$ cat src/rtl/core/scs_pkg.sv
// Shared types and constants for the scene change score block.
// Depends on nothing; the controller, datapath and top level import it.
package scs_pkg;

	// Field widths.
	localparam int LUMA_W     = 8;
	localparam int WIDTH_W    = 10;
	localparam int HEIGHT_W   = 9;
	localparam int PROD_W     = WIDTH_W + HEIGHT_W;
	localparam int MAFD_W     = 16;
	localparam int FRAC_W     = MAFD_W - LUMA_W;
	localparam int SCORE_W    = 17;

	// Configuration port.
	localparam int CFG_INDEX_W = 1;
	localparam int CFG_DATA_W  = WIDTH_W;

	typedef enum logic [CFG_INDEX_W-1:0] {
		REG_FRAME_WIDTH  = 1'b0,
		REG_FRAME_HEIGHT = 1'b1
	} scs_reg_t;

	localparam logic [WIDTH_W-1:0]  FRAME_WIDTH_RST  = 10'd320;
	localparam logic [HEIGHT_W-1:0] FRAME_HEIGHT_RST = 9'd240;

	// Largest mean, 255.0 in Q8.8; a larger quotient saturates here.
	localparam logic [MAFD_W-1:0] MAFD_MAX = 16'd65280;

	// Serial divider: one quotient bit per cycle.
	localparam int DIV_STEPS = MAFD_W;
	localparam int DIV_CNT_W = $clog2(DIV_STEPS);

	// Score = (m * 64 + 12) / 25, done as a multiply by a reciprocal.
	// The reciprocal ceil(2^27 / 25) is exact for every operand below 2^22.
	localparam int SCORE_X_W   = MAFD_W + 6;
	localparam int RECIP_W     = 23;
	localparam int RECIP_SHIFT = 27;
	localparam int PRODUCT_W   = SCORE_X_W + RECIP_W;
	localparam int SCORE_Q_W   = PRODUCT_W - RECIP_SHIFT;
	localparam logic [RECIP_W-1:0]   RECIP       = 23'd5368710;
	localparam logic [SCORE_X_W-1:0] SCORE_ROUND = 22'd12;
	localparam logic [SCORE_W-1:0]   SCORE_MAX   = 17'd65536;

	// Channel payloads.
	typedef struct packed {
		logic [LUMA_W-1:0] luma;
	} scs_pixel_t;

	typedef struct packed {
		logic [SCORE_W-1:0] scene_score;
		logic [MAFD_W-1:0]  mean_abs_diff;
		logic               first_frame;
	} scs_result_t;

	// Controller to datapath commands.
	typedef struct packed {
		logic accept;
		logic acc;
		logic div_init;
		logic div_step;
		logic mul;
		logic load_out;
	} scs_cmd_t;

	// Datapath to controller status.
	typedef struct packed {
		logic last_pixel;
	} scs_status_t;

endpackage

$ cat src/rtl/core/scs_ctrl.sv
// Controller state machine of the scene change score block.
// Depends on scs_pkg for the command and status structs.
module scs_ctrl
	import scs_pkg::*;
(
	input  logic        clk,
	input  logic        arst_n,
	input  logic        pixel_valid,
	output logic        pixel_ready,
	output logic        result_valid,
	input  logic        result_ready,
	input  scs_status_t status,
	output scs_cmd_t    cmd
);

	typedef enum logic [2:0] {
		ST_RUN,
		ST_ACC_LAST,
		ST_DIV_INIT,
		ST_DIV_RUN,
		ST_MUL,
		ST_OUT_WAIT
	} state_t;

	state_t                state_q;
	logic [DIV_CNT_W-1:0]  div_cnt_q;
	logic                  acc_s1;
	logic                  result_valid_q;

	// Commands follow from the state and the handshakes.
	always_comb begin
		cmd          = '0;
		cmd.accept   = pixel_valid && (state_q == ST_RUN);
		cmd.acc      = acc_s1;
		cmd.div_init = (state_q == ST_DIV_INIT);
		cmd.div_step = (state_q == ST_DIV_RUN);
		cmd.mul      = (state_q == ST_MUL);
		cmd.load_out = (state_q == ST_OUT_WAIT) && (!result_valid_q || result_ready);
	end

	assign pixel_ready  = (state_q == ST_RUN);
	assign result_valid = result_valid_q;

	// State, step counter, accumulate strobe and output valid.
	always_ff @(posedge clk or negedge arst_n) begin
		if (!arst_n) begin
			state_q        <= ST_RUN;
			div_cnt_q      <= '0;
			acc_s1         <= 1'b0;
			result_valid_q <= 1'b0;
		end else begin
			acc_s1 <= cmd.accept;

			if (cmd.load_out) begin
				result_valid_q <= 1'b1;
			end else if (result_ready) begin
				result_valid_q <= 1'b0;
			end

			unique case (state_q)
				ST_RUN: begin
					if (cmd.accept && status.last_pixel) begin
						state_q <= ST_ACC_LAST;
					end
				end
				ST_ACC_LAST: begin
					state_q <= ST_DIV_INIT;
				end
				ST_DIV_INIT: begin
					div_cnt_q <= '0;
					state_q   <= ST_DIV_RUN;
				end
				ST_DIV_RUN: begin
					div_cnt_q <= div_cnt_q + DIV_CNT_W'(1);
					if (div_cnt_q == DIV_CNT_W'(DIV_STEPS - 1)) begin
						state_q <= ST_MUL;
					end
				end
				ST_MUL: begin
					state_q <= ST_OUT_WAIT;
				end
				ST_OUT_WAIT: begin
					if (cmd.load_out) begin
						state_q <= ST_RUN;
					end
				end
				default: begin
					state_q <= ST_RUN;
				end
			endcase
		end
	end

endmodule

$ cat config.mk
export PLATFORM = sky130hd
export DESIGN_NAME = scs_ctrl
export DESIGN_NICKNAME = d
export VERILOG_FILES = /design/src/rtl/core/scs_pkg.sv /design/src/rtl/core/scs_ctrl.sv
export SDC_FILE = /design/constraint.sdc
export NUM_CORES = 1
export LEC_CHECK = 0
export BUFFER_PORTS_ARGS = -buffer_cell sky130_fd_sc_hd__buf_2
export CAP_MARGIN = 20
export CORE_MARGIN = 10
export CORE_UTILIZATION = 36
export CTS_CLUSTER_DIAMETER = 200
export DETAILED_ROUTE_END_ITERATION = 7
export PLACE_DENSITY = 0.62
export SETUP_SLACK_MARGIN = 0.5
export SLEW_MARGIN = 10
export SYNTH_ARGS = -nofsm -noshare
export SYNTH_HDL_FRONTEND = slang
export SYNTH_SLANG_ARGS = --single-unit
$ cat constraint.sdc
create_clock -name clk -period 1.84 [get_ports clk]
set_input_delay 0.184 -clock clk [delete_from_list [all_inputs] [get_ports clk]]
set_output_delay 0.184 -clock clk [all_outputs]
set_load 0.05 [all_outputs]
==> flow_summary_export.csv <==
group,metric,value,unit
run_status,status,"completed",
pwr,powerDensity,1340,nW/um2
timing,skew,1.68,ps
timing,tightest_slew,371,ps
floorplanning,fp.dieH,56.1,um
logic_synthesis,synth-simple-area-share,0.270,
clock_network,ctsRootBufferMaster,"clkbuf_4",
timing,slew_headroom,0.752,
grt,gr-total-overflow,0,
floorplanning,core-area,1170,um2
logic_synthesis,yosysUniqueCellTypes,25,
cells_and_area,drive_above_1_share,0.514,
drt,drt-initial-drc-count,15,
logic_synthesis,yosysWarnings,0,
drt,antenna_left,0,
timing,period_share,0.846,
drt,routed_wl,1350,um
setup_path,critical_path_class,"flop to output port",
setup_path,critPathArrivalTime,1370,ps
timing,setup_violations,0,
cells_and_area,nNetsFinal,79,
clock_network,clock_path_buffers,2,
setup_path,worstPathRequired,1660,ps
clock_network,clock_latency,260,ps
clock_network,tritoncts,"built",
job,maxCapViolCount,0,
placement,place_hpwl,776,um
timing,rsz0062_at_grt,"true",
placement,io_buffers,12,
grt,grt_max_degree,10,
floorplanning,dieArea,3140,um2
drt,wl_per_cell,15.7,um
drt,via_per_inst,5.19,
grt,grt_antenna_before_repair,0,
cells_and_area,fin_area,738,um2
setup_path,worstReg2RegEnd,"div_cnt_q[3]",
worst_hold_path,min_to,"acc_s1",
clock_network,clock-sinks,9,
cells_and_area,layout_commonest_cell,"buf_4",
logic_synthesis,synth_seq_cells,9,
cells_and_area,nFillCells,111,
setup_path,endpoint_kind,"output port",
drt,vias,446,
floorplanning,fp.dieW,56.1,um
logic_synthesis,synth.area.mux_share,0.0455,
logic_synthesis,netlist_instances,48,
pwr,power_leakage,0.338,nW
pwr,p_sw,396,uW
logic_synthesis,synth_xor_area_frac,0,
logic_synthesis,synth_compound_area_frac,0.0936,
cells_and_area,area_growth,57.8,%
pwr,switching_share,0.399,
worst_hold_path,whs_path_depth,2,
logic_synthesis,seq_area_frac_synth,0.481,
drt,drc,0,
setup_path,rrSetupSlack,460,ps
setup_path,cp_max_fo,6,
floorplanning,initial_core_util,0.400,
clock_network,clkSlewWorstSetupHoldPaths,60,ps
setup_path,reg2regPathDepth,5,
setup_path,reg2reg_from,"state_q[2]",
timing,fin_setup_tns,0,ps
worst_hold_path,min_from,"pixel_valid",
timing,finalMaxSlewViolations,0,
pwr,pwr-share-comb,0.517,
logic_synthesis,syn-num-nets,54,
placement,placed_cell_area,566,um2
logic_synthesis,synth_top_family_by_area,"simple AND/OR/NAND/NOR gates",
worst_hold_path,hold_path_class,"input port to flop",
floorplanning,ios,13,
logic_synthesis,synthAdderAreaFrac,0.0267,
placement,place.gp.congestion,0.720,
floorplanning,row_count,12,
drt,dr.pass1.iters,4,
clock_network,cts_buffers,3,
cells_and_area,final_cell_mix,"buf_4, dfrtp_1, buf_2",
timing,max_freq,642,MHz
setup_path,start_kind,"flop",
logic_synthesis,syn_avg_cell_area,9.75,um2
cells_and_area,diodes,0,
timing,hold_violations,0,
logic_synthesis,syn_area,468,um2
clock_network,htreeDepth,1,
pwr,intPower,596,uW
pwr,vdd_ir_drop_max,0.788,mV
timing,fin_crit,1560,ps
grt,grt_pass1_wl,2160,um
grt,first_global_vias,464,
pwr,p_seq_frac,0.328,
grt,grt.total_usage,0.0850,
pwr,clock_power_share,0.155,
Yosys cell counts:
| cell type | instances | area share |
|---|---|---|
| nand3_1 | 4 | 0.043 |
| nor3b_1 | 1 | 0.016 |
| a21oi_1 | 2 | 0.021 |
| a211oi_1 | 1 | 0.016 |
| mux2i_1 | 1 | 0.021 |
| or3_1 | 1 | 0.013 |
| nor2b_1 | 1 | 0.013 |
| buf_6 | 1 | 0.024 |
| dfrtp_1 | 9 | 0.48 |
| buf_4 | 2 | 0.032 |
| or4_1 | 1 | 0.016 |
| ha_1 | 1 | 0.027 |
| o31ai_1 | 1 | 0.016 |
| inv_1 | 2 | 0.016 |
| nor3_1 | 2 | 0.021 |
| nand2_1 | 4 | 0.032 |
| o21ai_0 | 2 | 0.021 |
| mux2_2 | 1 | 0.024 |
| o32ai_1 | 1 | 0.019 |
| nand2b_4 | 1 | 0.029 |
| nor2_1 | 5 | 0.040 |
| and4_1 | 1 | 0.019 |
| clkbuf_2 | 1 | 0.011 |
| and2_1 | 1 | 0.013 |
| nand2b_1 | 1 | 0.013 |
state kept, by name (all words and copies together) (netlist names):
signal and flops:
div_cnt_q 4, result_valid 1, acc_s1 1, state_q 3
cells by family (layout without fill, tap and decap cells):
| logic type | Yosys count | after routing |
|---|---|---|
| muxes | 2 | 2 |
| adders and majority gates | 1 | 1 |
| buffers and inverters | 6 | 30 |
| DFF | 9 | 9 |
| AOI/OAI and AO/OA | 7 | 7 |
| and+or+nand+nor | 23 | 23 |
stage by stage:
stage	total power [mW]	setup WS, ps	hold slack [ps]	instances	util
after global placement	0.676	350	50.8	72	0.483
after CTS	0.970	284	192	84	0.614
final	0.992	283	206	86	0.630
after floorplan	0.643	322	-112	48	-
after global routing	1.06	242	212	86	0.630
after detailed placement	0.681	333	50.9	72	0.483
worst max-delay path, stage by stage, from the launching register on:
cell and delay, ps:
dfrtp_2 460, or3_4 400, nor2_4 90, buf_6 160
what timing repair did:
action	CTS	global route
setup endpoints to repair	7	7
gates resized for setup	20	1
setup buffers	7	2
pin swaps	2	2
hold buffers	1	0
hold endpoints to repair	9	0
worst max-delay path by stage:
| stage | startpoint | to | cells past startpoint | slack, ps |
|---|---|---|---|---|
| finish | state_q[1] | cmd[0] | 3 | 280 |
| global route | state_q[1] | cmd[0] | 3 | 240 |
| CTS | state_q[1] | cmd[0] | 3 | 280 |
| detailed placement | state_q[2] | cmd[0] | 4 | 330 |
| global placement | state_q[2] | cmd[0] | 4 | 350 |
| floorplan | state_q[1] | cmd[5] | 3 | 320 |
area by class of cell:
cell class	instances	area [um2]	area share
timing repair buffer	24	209	0.283
multi-input combinational	33	250	0.339
clock buffer	4	26.3	0.0356
inverter	2	7.51	0.0102
tap	14	17.5	0.0237
sequential	9	228	0.308
power groups by stage:
| stage | clock [mW] | combinational, mW | sequential, mW |
|---|---|---|---|
| floorplan | 0 | 0.336 | 0.307 |
| global placement | 0 | 0.340 | 0.336 |
| detailed placement | 0 | 0.343 | 0.338 |
| CTS | 0.158 | 0.487 | 0.325 |
| global route | 0.160 | 0.559 | 0.338 |
| finish | 0.154 | 0.513 | 0.325 |
layer usage:
layer	share of wire	track usage	routed length, um	vias up
met5	0	0	0	-
met3	0.11	0.0456	153	9
met4	0.047	0.0546	63	0
met2	0.47	0.134	633	23
met1	0.37	0.0849	500	201
li1	-	-	-	213
No activity file was read; power rests on OpenSTA's default activity.
